[src/rtl/slts_pkg.sv]
// Shared types, constants and the breathing duty table for the status LED
// tick sequencer. No dependencies; every other rtl file uses this package.
`default_nettype none

package slts_pkg;

  // Breathing table length and red flash pairs before power off
  localparam int BREATH_STEPS = 50;
  localparam int FLASH_COUNT  = 5;

  localparam int BREATH_W = 6;
  localparam int FLASH_KW = (2 * FLASH_COUNT > 1) ? $clog2(2 * FLASH_COUNT) : 1;

  // Command queue between front and back
  localparam int QUEUE_DEPTH = 4;
  localparam int QPTR_W      = $clog2(QUEUE_DEPTH);
  localparam int QCNT_W      = $clog2(QUEUE_DEPTH + 1);

  // Register reset values
  localparam logic [31:0] PWM_PERIOD_RST     = 32'd1000000;
  localparam logic [6:0]  CRITICAL_LEVEL_RST = 7'd2;
  localparam logic [6:0]  LOW_LEVEL_RST      = 7'd10;
  localparam logic [3:0]  STATUS_DIVIDER_RST = 4'd6;
  localparam logic [3:0]  BOOT_WINDOWS_RST   = 4'd10;

  // Period split into quotient and remainder by one hundred
  localparam int          PQ_W     = 26;
  localparam logic [31:0] DIV100_MAGIC = 32'h51EB851F;  // 2^37 / 100, rounded up
  localparam logic [12:0] BD_MAGIC     = 13'd5243;      // 2^19 / 100, rounded up
  localparam logic [PQ_W-1:0] PQUOT_RST = PQ_W'(PWM_PERIOD_RST / 100);
  localparam logic [6:0]      PREM_RST  = 7'(PWM_PERIOD_RST % 100);

  localparam logic [3:0] WINDOW_MAX = 4'd15;

  typedef enum logic [2:0] {
    CFG_PWM_PERIOD     = 3'd0,
    CFG_CRITICAL_LEVEL = 3'd1,
    CFG_LOW_LEVEL      = 3'd2,
    CFG_STATUS_DIVIDER = 3'd3,
    CFG_BOOT_WINDOWS   = 3'd4
  } cfg_reg_t;

  typedef struct packed {
    logic       link_up;
    logic [6:0] battery_percent;
    logic       usb_power;
    logic       charge_done;
  } in_word_t;

  typedef struct packed {
    logic [31:0] power_pulse;
    logic        bt_led;
    logic        red_led;
    logic        green_led;
    logic        power_off;
    logic        last;
  } out_word_t;

  // Level thresholds and status timing used by the front
  typedef struct packed {
    logic [6:0] critical_level;
    logic [6:0] low_level;
    logic [3:0] status_divider;
    logic [3:0] boot_windows;
  } front_cfg_t;

  // One classified tick handed from front to back
  typedef struct packed {
    logic       shutdown;
    logic [6:0] duty;
    logic       bt;
    logic       red;
    logic       green;
  } cmd_t;

  // Duty in percent for each breathing step; steps past the shape are dark
  function automatic logic [6:0] duty_of(input logic [BREATH_W-1:0] idx);
    logic [6:0] d;
    case (idx)
      6'd0:    d = 7'd0;
      6'd1:    d = 7'd2;
      6'd2:    d = 7'd8;
      6'd3:    d = 7'd18;
      6'd4:    d = 7'd32;
      6'd5:    d = 7'd50;
      6'd6:    d = 7'd68;
      6'd7:    d = 7'd82;
      6'd8:    d = 7'd92;
      6'd9:    d = 7'd98;
      6'd10:   d = 7'd100;
      6'd11:   d = 7'd98;
      6'd12:   d = 7'd92;
      6'd13:   d = 7'd82;
      6'd14:   d = 7'd68;
      6'd15:   d = 7'd50;
      6'd16:   d = 7'd32;
      6'd17:   d = 7'd18;
      6'd18:   d = 7'd8;
      6'd19:   d = 7'd2;
      default: d = 7'd0;
    endcase
    return d;
  endfunction

endpackage

`default_nettype wire

[src/rtl/slts_front.sv]
// Front end of the status LED tick sequencer: accepts tick words, keeps breathing
// and status state and pushes one command per tick until halted. Uses slts_pkg.
`default_nettype none

module slts_front (
  input  wire logic                clk,
  input  wire logic                rst,
  input  wire logic                in_valid,
  output logic                     in_stall,
  input  wire slts_pkg::in_word_t  in_data,
  input  wire slts_pkg::front_cfg_t cfg,
  input  wire logic                q_full,
  output logic                     push,
  output slts_pkg::cmd_t           push_cmd
);

  logic [slts_pkg::BREATH_W-1:0] breath_index, breath_index_next;
  logic [3:0] divider_phase, divider_phase_next;
  logic [3:0] window_count, window_count_next;
  logic       blink_phase, blink_phase_next;
  logic       bt_lit, bt_lit_next;
  logic       red_lit, red_lit_next;
  logic       green_lit, green_lit_next;
  logic       halted, halted_next;

  logic       accept;
  logic [3:0] div_eff;
  logic [4:0] phase_inc;
  logic [slts_pkg::BREATH_W:0] breath_inc;

  assign in_stall = q_full;
  assign accept   = in_valid && !in_stall;
  assign div_eff  = (cfg.status_divider == 4'd0) ? 4'd1 : cfg.status_divider;
  assign phase_inc  = {1'b0, divider_phase} + 5'd1;
  assign breath_inc = {1'b0, breath_index} + 1'b1;

  always_comb begin
    breath_index_next  = breath_index;
    divider_phase_next = divider_phase;
    window_count_next  = window_count;
    blink_phase_next   = blink_phase;
    bt_lit_next        = bt_lit;
    red_lit_next       = red_lit;
    green_lit_next     = green_lit;
    halted_next        = halted;
    push               = 1'b0;
    push_cmd           = '0;

    if (accept && !halted) begin
      push = 1'b1;
      if ((in_data.battery_percent < cfg.critical_level) && !in_data.usb_power) begin
        // Shutdown: flash with the current lights, then go dark and halt
        push_cmd.shutdown = 1'b1;
        push_cmd.bt       = bt_lit;
        push_cmd.green    = green_lit;
        bt_lit_next       = 1'b0;
        red_lit_next      = 1'b0;
        green_lit_next    = 1'b0;
        halted_next       = 1'b1;
      end else begin
        push_cmd.duty = slts_pkg::duty_of(breath_index);
        if (breath_inc >= (slts_pkg::BREATH_W+1)'(slts_pkg::BREATH_STEPS)) begin
          breath_index_next = '0;
        end else begin
          breath_index_next = breath_inc[slts_pkg::BREATH_W-1:0];
        end

        if (divider_phase == 4'd0) begin
          bt_lit_next = in_data.link_up | blink_phase;
          if (in_data.usb_power) begin
            red_lit_next   = !in_data.charge_done;
            green_lit_next = in_data.charge_done;
          end else if (window_count < cfg.boot_windows) begin
            red_lit_next   = in_data.battery_percent < cfg.low_level;
            green_lit_next = !(in_data.battery_percent < cfg.low_level);
          end else begin
            red_lit_next   = 1'b0;
            green_lit_next = 1'b0;
          end
          blink_phase_next = !blink_phase;
          if (window_count < slts_pkg::WINDOW_MAX) begin
            window_count_next = window_count + 4'd1;
          end
        end

        if (phase_inc >= {1'b0, div_eff}) begin
          divider_phase_next = 4'd0;
        end else begin
          divider_phase_next = phase_inc[3:0];
        end

        push_cmd.bt    = bt_lit_next;
        push_cmd.red   = red_lit_next;
        push_cmd.green = green_lit_next;
      end
    end
  end

  always_ff @(posedge clk) begin
    if (rst) begin
      breath_index  <= '0;
      divider_phase <= '0;
      window_count  <= '0;
      blink_phase   <= 1'b0;
      bt_lit        <= 1'b0;
      red_lit       <= 1'b0;
      green_lit     <= 1'b0;
      halted        <= 1'b0;
    end else begin
      breath_index  <= breath_index_next;
      divider_phase <= divider_phase_next;
      window_count  <= window_count_next;
      blink_phase   <= blink_phase_next;
      bt_lit        <= bt_lit_next;
      red_lit       <= red_lit_next;
      green_lit     <= green_lit_next;
      halted        <= halted_next;
    end
  end

  // Halt holds until reset
  a_halt_sticks: assert property (@(posedge clk) disable iff (rst) halted |=> halted)
    else $error("front left the halted state without reset");

endmodule

`default_nettype wire

[src/rtl/slts_queue.sv]
// Short command queue between the front and back of the status LED
// tick sequencer. Uses slts_pkg for the command type and depth.
`default_nettype none

module slts_queue (
  input  wire logic           clk,
  input  wire logic           rst,
  input  wire logic           push,
  input  wire slts_pkg::cmd_t push_cmd,
  output logic                full,
  input  wire logic           pop,
  output logic                nonempty,
  output slts_pkg::cmd_t      pop_cmd
);

  slts_pkg::cmd_t entries [slts_pkg::QUEUE_DEPTH];

  logic [slts_pkg::QPTR_W-1:0] wr_ptr, rd_ptr;
  logic [slts_pkg::QCNT_W-1:0] count;

  assign full     = (count == slts_pkg::QCNT_W'(slts_pkg::QUEUE_DEPTH));
  assign nonempty = (count != '0);
  assign pop_cmd  = entries[rd_ptr];

  always_ff @(posedge clk) begin
    if (push) begin
      entries[wr_ptr] <= push_cmd;
    end
  end

  always_ff @(posedge clk) begin
    if (rst) begin
      wr_ptr <= '0;
      rd_ptr <= '0;
      count  <= '0;
    end else begin
      if (push) begin
        wr_ptr <= wr_ptr + 1'b1;
      end
      if (pop) begin
        rd_ptr <= rd_ptr + 1'b1;
      end
      case ({push, pop})
        2'b10:   count <= count + 1'b1;
        2'b01:   count <= count - 1'b1;
        default: count <= count;
      endcase
    end
  end

  a_no_overflow: assert property (@(posedge clk) disable iff (rst) !(push && full))
    else $error("command pushed into a full queue");

  a_no_underflow: assert property (@(posedge clk) disable iff (rst) !(pop && !nonempty))
    else $error("command popped from an empty queue");

endmodule

`default_nettype wire

[src/rtl/slts_back.sv]
// Back end of the status LED tick sequencer: splits the PWM period by one
// hundred, scales duty into a pulse and sequences the shutdown flash words.
// Uses slts_pkg.
`default_nettype none

module slts_back (
  input  wire logic           clk,
  input  wire logic           rst,
  input  wire logic [31:0]    pwm_period,
  input  wire logic           period_wr,
  input  wire logic           q_nonempty,
  input  wire slts_pkg::cmd_t q_cmd,
  output logic                pop,
  output logic                out_valid,
  input  wire logic           out_stall,
  output slts_pkg::out_word_t out_data
);

  // Period split: quotient and remainder by one hundred
  logic [1:0]  split_busy;
  logic [63:0] split_prod;
  logic [slts_pkg::PQ_W-1:0] pquot;
  logic [6:0]  prem;
  logic [slts_pkg::PQ_W-1:0] quot_new;
  logic [31:0] rem_full;

  // Scale stage
  logic           a_valid;
  slts_pkg::cmd_t a_cmd;
  logic [31:0]    a_ad;
  logic [13:0]    a_bd;
  logic [32:0]    ad_full;

  // Output stage and flash sequencer
  logic        en, b_take_a, a_take;
  logic        flash_active;
  logic [slts_pkg::FLASH_KW-1:0] flash_k, flash_k_inc;
  logic        fl_bt, fl_green;
  logic [31:0] pulse_held;
  logic [26:0] bd_prod;
  logic [31:0] pulse_new;

  assign quot_new = split_prod[slts_pkg::PQ_W+36:37];
  assign rem_full = pwm_period - 32'(quot_new * 7'd100);

  always_ff @(posedge clk) begin
    if (rst) begin
      split_busy <= '0;
      pquot      <= slts_pkg::PQUOT_RST;
      prem       <= slts_pkg::PREM_RST;
    end else begin
      split_busy <= {split_busy[0], period_wr};
      if (split_busy[1]) begin
        pquot <= quot_new;
        prem  <= rem_full[6:0];
      end
    end
  end

  always_ff @(posedge clk) begin
    if (split_busy[0]) begin
      split_prod <= pwm_period * slts_pkg::DIV100_MAGIC;
    end
  end

  assign en       = !out_valid || !out_stall;
  assign b_take_a = en && !flash_active;
  assign a_take   = !a_valid || b_take_a;
  assign pop      = a_take && q_nonempty && (split_busy == 2'b00);
  assign ad_full  = pquot * q_cmd.duty;

  always_ff @(posedge clk) begin
    if (rst) begin
      a_valid <= 1'b0;
    end else if (a_take) begin
      a_valid <= pop;
    end
  end

  always_ff @(posedge clk) begin
    if (pop) begin
      a_cmd <= q_cmd;
      a_ad  <= ad_full[31:0];
      a_bd  <= prem * q_cmd.duty;
    end
  end

  assign bd_prod     = a_bd * slts_pkg::BD_MAGIC;
  assign pulse_new   = a_ad + {24'd0, bd_prod[26:19]};
  assign flash_k_inc = flash_k + 1'b1;

  always_ff @(posedge clk) begin
    if (rst) begin
      out_valid    <= 1'b0;
      flash_active <= 1'b0;
      flash_k      <= '0;
      pulse_held   <= '0;
    end else if (en) begin
      if (flash_active) begin
        out_valid <= 1'b1;
        if (flash_k == slts_pkg::FLASH_KW'(2 * slts_pkg::FLASH_COUNT - 1)) begin
          flash_active <= 1'b0;
        end else begin
          flash_k <= flash_k_inc;
        end
      end else if (a_valid) begin
        out_valid <= 1'b1;
        if (a_cmd.shutdown) begin
          flash_active <= 1'b1;
          flash_k      <= '0;
        end else begin
          pulse_held <= pulse_new;
        end
      end else begin
        out_valid <= 1'b0;
      end
    end
  end

  always_ff @(posedge clk) begin
    if (en) begin
      if (flash_active) begin
        if (flash_k == slts_pkg::FLASH_KW'(2 * slts_pkg::FLASH_COUNT - 1)) begin
          out_data <= '{power_pulse: '0, bt_led: 1'b0, red_led: 1'b0,
                        green_led: 1'b0, power_off: 1'b1, last: 1'b1};
        end else begin
          out_data <= '{power_pulse: pulse_held, bt_led: fl_bt, red_led: !flash_k_inc[0],
                        green_led: fl_green, power_off: 1'b0, last: 1'b0};
        end
      end else if (a_valid) begin
        if (a_cmd.shutdown) begin
          fl_bt    <= a_cmd.bt;
          fl_green <= a_cmd.green;
          out_data <= '{power_pulse: pulse_held, bt_led: a_cmd.bt, red_led: 1'b1,
                        green_led: a_cmd.green, power_off: 1'b0, last: 1'b0};
        end else begin
          out_data <= '{power_pulse: pulse_new, bt_led: a_cmd.bt, red_led: a_cmd.red,
                        green_led: a_cmd.green, power_off: 1'b0, last: 1'b1};
        end
      end
    end
  end

  // Nothing leaves the queue while a flash run owns the output and the scale stage is full
  a_no_pop_in_flash: assert property (@(posedge clk) disable iff (rst)
    flash_active && a_valid |-> !pop)
    else $error("command popped into a blocked scale stage");

  // The end of a flash run leaves the power-off word in the output register
  a_flash_ends_off: assert property (@(posedge clk) disable iff (rst)
    $fell(flash_active) |-> (out_valid && out_data.power_off && out_data.last))
    else $error("flash run ended without the power-off word");

endmodule

`default_nettype wire

[src/rtl/status_led_tick_sequencer_top.sv]
// A tick word goes from the front into the queue, then through the scale stage
// to the output register. Throughput: one tick per cycle while the queue is not
// full; a shutdown tick holds the output stage for 2*FLASH_COUNT+1 words, set by
// the flash sequencer. A pwm_period write splits the period by one hundred via
// split_prod into pquot and prem, while the back end takes no command. Reset is
// synchronous: control clears, registers load defaults; ready in the next cycle.
`default_nettype none

module status_led_tick_sequencer_top (
  input  wire logic                clk,
  input  wire logic                rst,
  // tick words
  input  wire logic                in_valid,
  output logic                     in_stall,
  input  wire slts_pkg::in_word_t  in_data,
  // result words
  output logic                     out_valid,
  input  wire logic                out_stall,
  output slts_pkg::out_word_t      out_data,
  // register writes
  input  wire logic                cfg_valid,
  output logic                     cfg_ready,
  input  wire logic [2:0]          cfg_index,
  input  wire logic [31:0]         cfg_data
);

  logic [31:0] pwm_period;
  slts_pkg::front_cfg_t front_cfg;
  logic cfg_wr;
  logic period_wr;

  logic           q_full, q_nonempty, push, pop;
  slts_pkg::cmd_t push_cmd, pop_cmd;

  // Register writes are always taken; cfg_ready is tied high
  assign cfg_ready = 1'b1;
  assign cfg_wr    = cfg_valid && cfg_ready;
  assign period_wr = cfg_wr && (cfg_index == slts_pkg::CFG_PWM_PERIOD);

  // Register file; writes to unused indexes drop silently
  always_ff @(posedge clk) begin
    if (rst) begin
      pwm_period               <= slts_pkg::PWM_PERIOD_RST;
      front_cfg.critical_level <= slts_pkg::CRITICAL_LEVEL_RST;
      front_cfg.low_level      <= slts_pkg::LOW_LEVEL_RST;
      front_cfg.status_divider <= slts_pkg::STATUS_DIVIDER_RST;
      front_cfg.boot_windows   <= slts_pkg::BOOT_WINDOWS_RST;
    end else if (cfg_wr) begin
      case (cfg_index)
        slts_pkg::CFG_PWM_PERIOD:     pwm_period               <= cfg_data;
        slts_pkg::CFG_CRITICAL_LEVEL: front_cfg.critical_level <= cfg_data[6:0];
        slts_pkg::CFG_LOW_LEVEL:      front_cfg.low_level      <= cfg_data[6:0];
        slts_pkg::CFG_STATUS_DIVIDER: front_cfg.status_divider <= cfg_data[3:0];
        slts_pkg::CFG_BOOT_WINDOWS:   front_cfg.boot_windows   <= cfg_data[3:0];
        default: ;
      endcase
    end
  end

  // Front: classify each tick, advance breathing and status state
  slts_front u_front (
    .clk      (clk),
    .rst      (rst),
    .in_valid (in_valid),
    .in_stall (in_stall),
    .in_data  (in_data),
    .cfg      (front_cfg),
    .q_full   (q_full),
    .push     (push),
    .push_cmd (push_cmd)
  );

  // Queue: decouple the front from output stalls and flash runs
  slts_queue u_queue (
    .clk      (clk),
    .rst      (rst),
    .push     (push),
    .push_cmd (push_cmd),
    .full     (q_full),
    .pop      (pop),
    .nonempty (q_nonempty),
    .pop_cmd  (pop_cmd)
  );

  // Back: scale the pulse and drive result words
  slts_back u_back (
    .clk        (clk),
    .rst        (rst),
    .pwm_period (pwm_period),
    .period_wr  (period_wr),
    .q_nonempty (q_nonempty),
    .q_cmd      (pop_cmd),
    .pop        (pop),
    .out_valid  (out_valid),
    .out_stall  (out_stall),
    .out_data   (out_data)
  );

endmodule

`default_nettype wire
[config.mk]
export PLATFORM = sky130hd
export DESIGN_NAME = status_led_tick_sequencer_top
export DESIGN_NICKNAME = d
export VERILOG_FILES = /design/src/rtl/slts_pkg.sv /design/src/rtl/slts_front.sv /design/src/rtl/slts_queue.sv /design/src/rtl/slts_back.sv /design/src/rtl/status_led_tick_sequencer_top.sv
export SDC_FILE = /design/constraint.sdc
export NUM_CORES = 2
export LEC_CHECK = 0
export BUFFER_PORTS_ARGS = -buffer_cell sky130_fd_sc_hd__buf_2
export CAP_MARGIN = 20
export CORE_AREA = 2 2 263 265
export DETAILED_ROUTE_END_ITERATION = 10
export DIE_AREA = 0 0 265 267
export PLACE_DENSITY_LB_ADDON = 0.2
export SLEW_MARGIN = 20
export SYNTH_ARGS = -nofsm -noshare
export SYNTH_HDL_FRONTEND = slang
export SYNTH_HIERARCHICAL = 1
export SYNTH_SLANG_ARGS = --single-unit
[constraint.sdc]
create_clock -name clk -period 7.3 [get_ports clk]
set_input_delay 0.73 -clock clk [delete_from_list [all_inputs] [get_ports clk]]
set_output_delay 0.73 -clock clk [all_outputs]
set_load 0.01 [all_outputs]
==> results_dict.tcl <==
set metrics [dict create \
    endpoint_kind "register" \
    hold_viol 0 \
    skew_ns 0.03289 \
    syn_inst 4008 \
    drv_cap 0 \
    drive_above_1_share_pct 8.634 \
    vias 27870 \
    grt_max_degree 88 \
    worst-setup-path-type "register to register" \
    drt-met1-wl_mm 40.14 \
    gp_congestion 1.010 \
    ys_seq_area_share_pct 19.78 \
    clk_path_buf_depth 3 \
    syn_nets 5269 \
    relSlewSlack_pct 40.35 \
    grt_overflow_total 0 \
    power_density_nw_per_um2 472.9 \
    worstPathRequired_ns 7.62 \
    wl_per_cell_um 19.29 \
    switching_share_pct 49.34 \
    clock_latency_ns 0.58 \
    switching_power_mw 10.29 \
    peakVddDrop_v 0.0006189 \
    ys_warn_count 6 \
    synth_edf_count 159 \
    synth.cell_area_um2 40540 \
    dr.pass1.iters 5 \
    die-area_um2 70760 \
    clockRootBuffer "clkbuf_16" \
    nNetsFinal 5411 \
    preCtsSetupSlack_ns -0.0003784 \
    fp.dieH_um 267 \
    antenna_found_initial 1 \
    initial_core_util_pct 59.63 \
    wl_met2_mm 48.56 \
    maxSlewViolCount 0 \
    async_reset_ff_share_pct 0 \
    ys_types 90 \
    clkPwrFrac_pct 9.7 \
    hp-class "input port to register" \
    cts_tree "built" \
    antenna_cells 0 \
    core_area_um2 67990 \
    leakage_nw 22.43 \
    cp.arrival_ns 7.48 \
    p_int_mw 10.57 \
    p_comb_share_pct 76.1 \
    rsz0062_at_grt "yes" \
    clk_pin_slew_ns 0.07 \
    initialDrtViolationCount 1683 \
    cts-htree-levels 2 \
    hold_ws_ns 0.3947 \
    ios 90 \
    routed_wl_mm 97.68 \
    start_kind "register" \
    p_seq_share_pct 14.3 \
    tightest_slew_ns 0.8921 \
    port_buffers 88 \
    worst_slack_ns 0.1363 \
    ant_nets 0 \
    die_x_um 265 \
    grt_pass1_wl_mm 155.3 \
    gr-usage-all-layers_pct 28.22 \
    fmax_mhz 139.6 \
    cp_max_fo 6 \
    finalPower_mw 20.85 \
    syn2layout_area_growth_pct 8.790 \
    met3_length_mm 5.016 \
    place_hpwl_mm 81.23 \
    ys_seq_elements 321 \
    synth_top_flop_cell "dfxtp_1" \
    finalCritPeriodShare_pct 98.13 \
    highest_layer "met4" \
    grt_pass1_vias 29120 \
    viasPerCell 5.504 \
    r2r_slack_ns 0.14 \
    rows 96 \
    outcome "finished clean" \
    drc 0 \
    cts_buffers 39 \
    fin_crit_ns 7.164 \
    setup_viol 0 \
    fin_util_pct 64.87 \
    cts_sinks 321 \
    syn_avg_cell_area_um2 10.11 \
]
[per-stage QoR]
| step | instance area, um2 | instances | setup TNS [ns] |
|---|---|---|---|
| detailed placement | 42360 | 4971 | -0.0003784 |
| global route | 44100 | 5063 | -0.4313 |
| CTS | 43710 | 5047 | 0 |
| floorplan | 40540 | 4008 | 0 |
| global placement | 42360 | 4971 | 0 |
| finish | 44100 | 5063 | 0 |
[synth_stat cells (7+ instances only)]
master / instances / area (um2)
nor3_1: 28 / 140.1
o22ai_1: 7 / 43.79
nor2_1: 175 / 656.9
nand2_1: 297 / 1115
o21bai_1: 19 / 142.6
mux4_2: 10 / 225.2
a31oi_1: 8 / 50.05
dfxtp_1: 162 / 3243
nor2b_1: 20 / 125.1
fa_1: 597 / 11950
o211ai_1: 9 / 67.56
edfxtp_1: 159 / 4775
nand2b_1: 78 / 488.0
inv_1: 894 / 3356
a211o_1: 10 / 87.58
buf_2: 9 / 45.04
mux2i_1: 87 / 870.8
xnor2_1: 90 / 788.3
a21oi_1: 118 / 590.6
buf_4: 7 / 52.55
and3_1: 19 / 118.9
xor2_1: 32 / 280.3
nand3_1: 54 / 270.3
nand4_1: 17 / 106.4
a21o_1: 52 / 390.4
ha_1: 614 / 7682
o21ai_1: 8 / 40.04
a211oi_1: 42 / 315.3
clkbuf_1: 86 / 322.8
o21ai_0: 73 / 365.4
o21a_1: 12 / 90.09
and2_1: 76 / 475.5
a2111oi_0: 8 / 70.07
[layout make-up]
| cell class | instances | area [um2] |
|---|---|---|
| multi-input combinational | 2681 | 28880 |
| fill | 5451 | 23880 |
| sequential | 321 | 8044 |
| inverter | 895 | 3361 |
| timing repair buffer | 212 | 1400 |
| tap | 882 | 1104 |
| clock buffer | 50 | 1047 |
| clock inverter | 22 | 269.0 |
[state kept, by name, indices dropped and copies added (netlist names), 6 cells and up, named ones only]
name / count
u_back/pquot: 26
u_back/a_bd: 14
u_queue/entries: 44
u_back/prem: 7
u_back/pulse_held: 32
u_front/breath_index: 6
front_cfg: 22
u_back/out_data: 37
pwm_period: 32
u_back/split_prod: 26
u_back/a_ad: 32
[power by group through the flow]
stage	clock, mW	sequential [mW]	combinational, mW
after floorplan	0	2.99	10.9
after global placement	0	3.01	14.6
after detailed placement	0	3.02	14.9
after CTS	2.06	2.98	15.0
after global routing	2.13	3.02	18.1
final	2.02	2.98	15.9
[final timing paths]
path / depth (start not counted) / startpoint / to
hold / removal: 3 / cfg_data[19] / pwm_period[19]
setup reg to reg: 21 / pwm_period[15] / u_back/split_prod[55]
setup / recovery: 21 / pwm_period[15] / u_back/split_prod[55]
hold reg to reg: 2 / u_front/green_lit / u_front/green_lit
[layout by cell type, fill, tap and decap left out, drive strengths merged, types with 32 or more instances in the layout]
cell / synthesis / routed
nand2: 297 / 297
inv: 894 / 900
o21ai: 81 / 81
buf: 25 / 212
edfxtp: 159 / 159
clkbuf: 86 / 50
xor2: 32 / 32
nor2: 175 / 175
a211oi: 44 / 44
nand2b: 78 / 78
a21oi: 120 / 120
mux2i: 87 / 87
and2: 76 / 76
xnor2: 90 / 90
nand3: 54 / 54
dfxtp: 162 / 162
fa: 597 / 597
a21o: 52 / 52
ha: 614 / 614
[kinds of logic after synthesis]
kind of cell | after synthesis | synth area share [%]
adder cells (fa/ha/maj) | 1211 | 48.43
buffers and inverters | 1006 | 9.586
AND/OR/NAND/NOR | 814 | 9.639
AO/OA/AOI/OAI | 433 | 7.117
flip-flops | 321 | 19.78
XOR/XNOR | 122 | 2.636
multiplexers | 99 | 2.796
other | 2 | 0.01852
[repair_timing]
item / in CTS / in global routing
hold buffers: 0 / 0
pin swaps: 0 / 25
gates resized for setup: 3 / 64
setup endpoints to repair: 2 / 53
setup buffers: 4 / 16
[metal layers]
layer / up-vias / global-route usage (%)
li1: 13130 / -
met1: 13790 / 35.45
met2: 749 / 49.41
met3: 194 / 3.856
met4: 0 / 11.18
met5: - / 0
[worst max-delay path, cell delays in order (launching register included)]
cell and delay, ns:
dfxtp_1 0.48, inv_1 0.15, fa_1 0.53, inv_1 0.07, fa_1 0.49, inv_1 0.06, fa_1 0.53, inv_1 0.06
fa_1 0.51, inv_1 0.06, fa_1 0.50, fa_1 0.49, inv_1 0.05, fa_1 0.48, ha_1 0.36, a21o_1 0.21
a211oi_1 0.51, a311o_1 0.36, nand3_1 0.15, o21ai_1 0.48, o21ai_0 0.22, xor2_1 0.17
No activity file was read; power rests on OpenSTA's default activity.
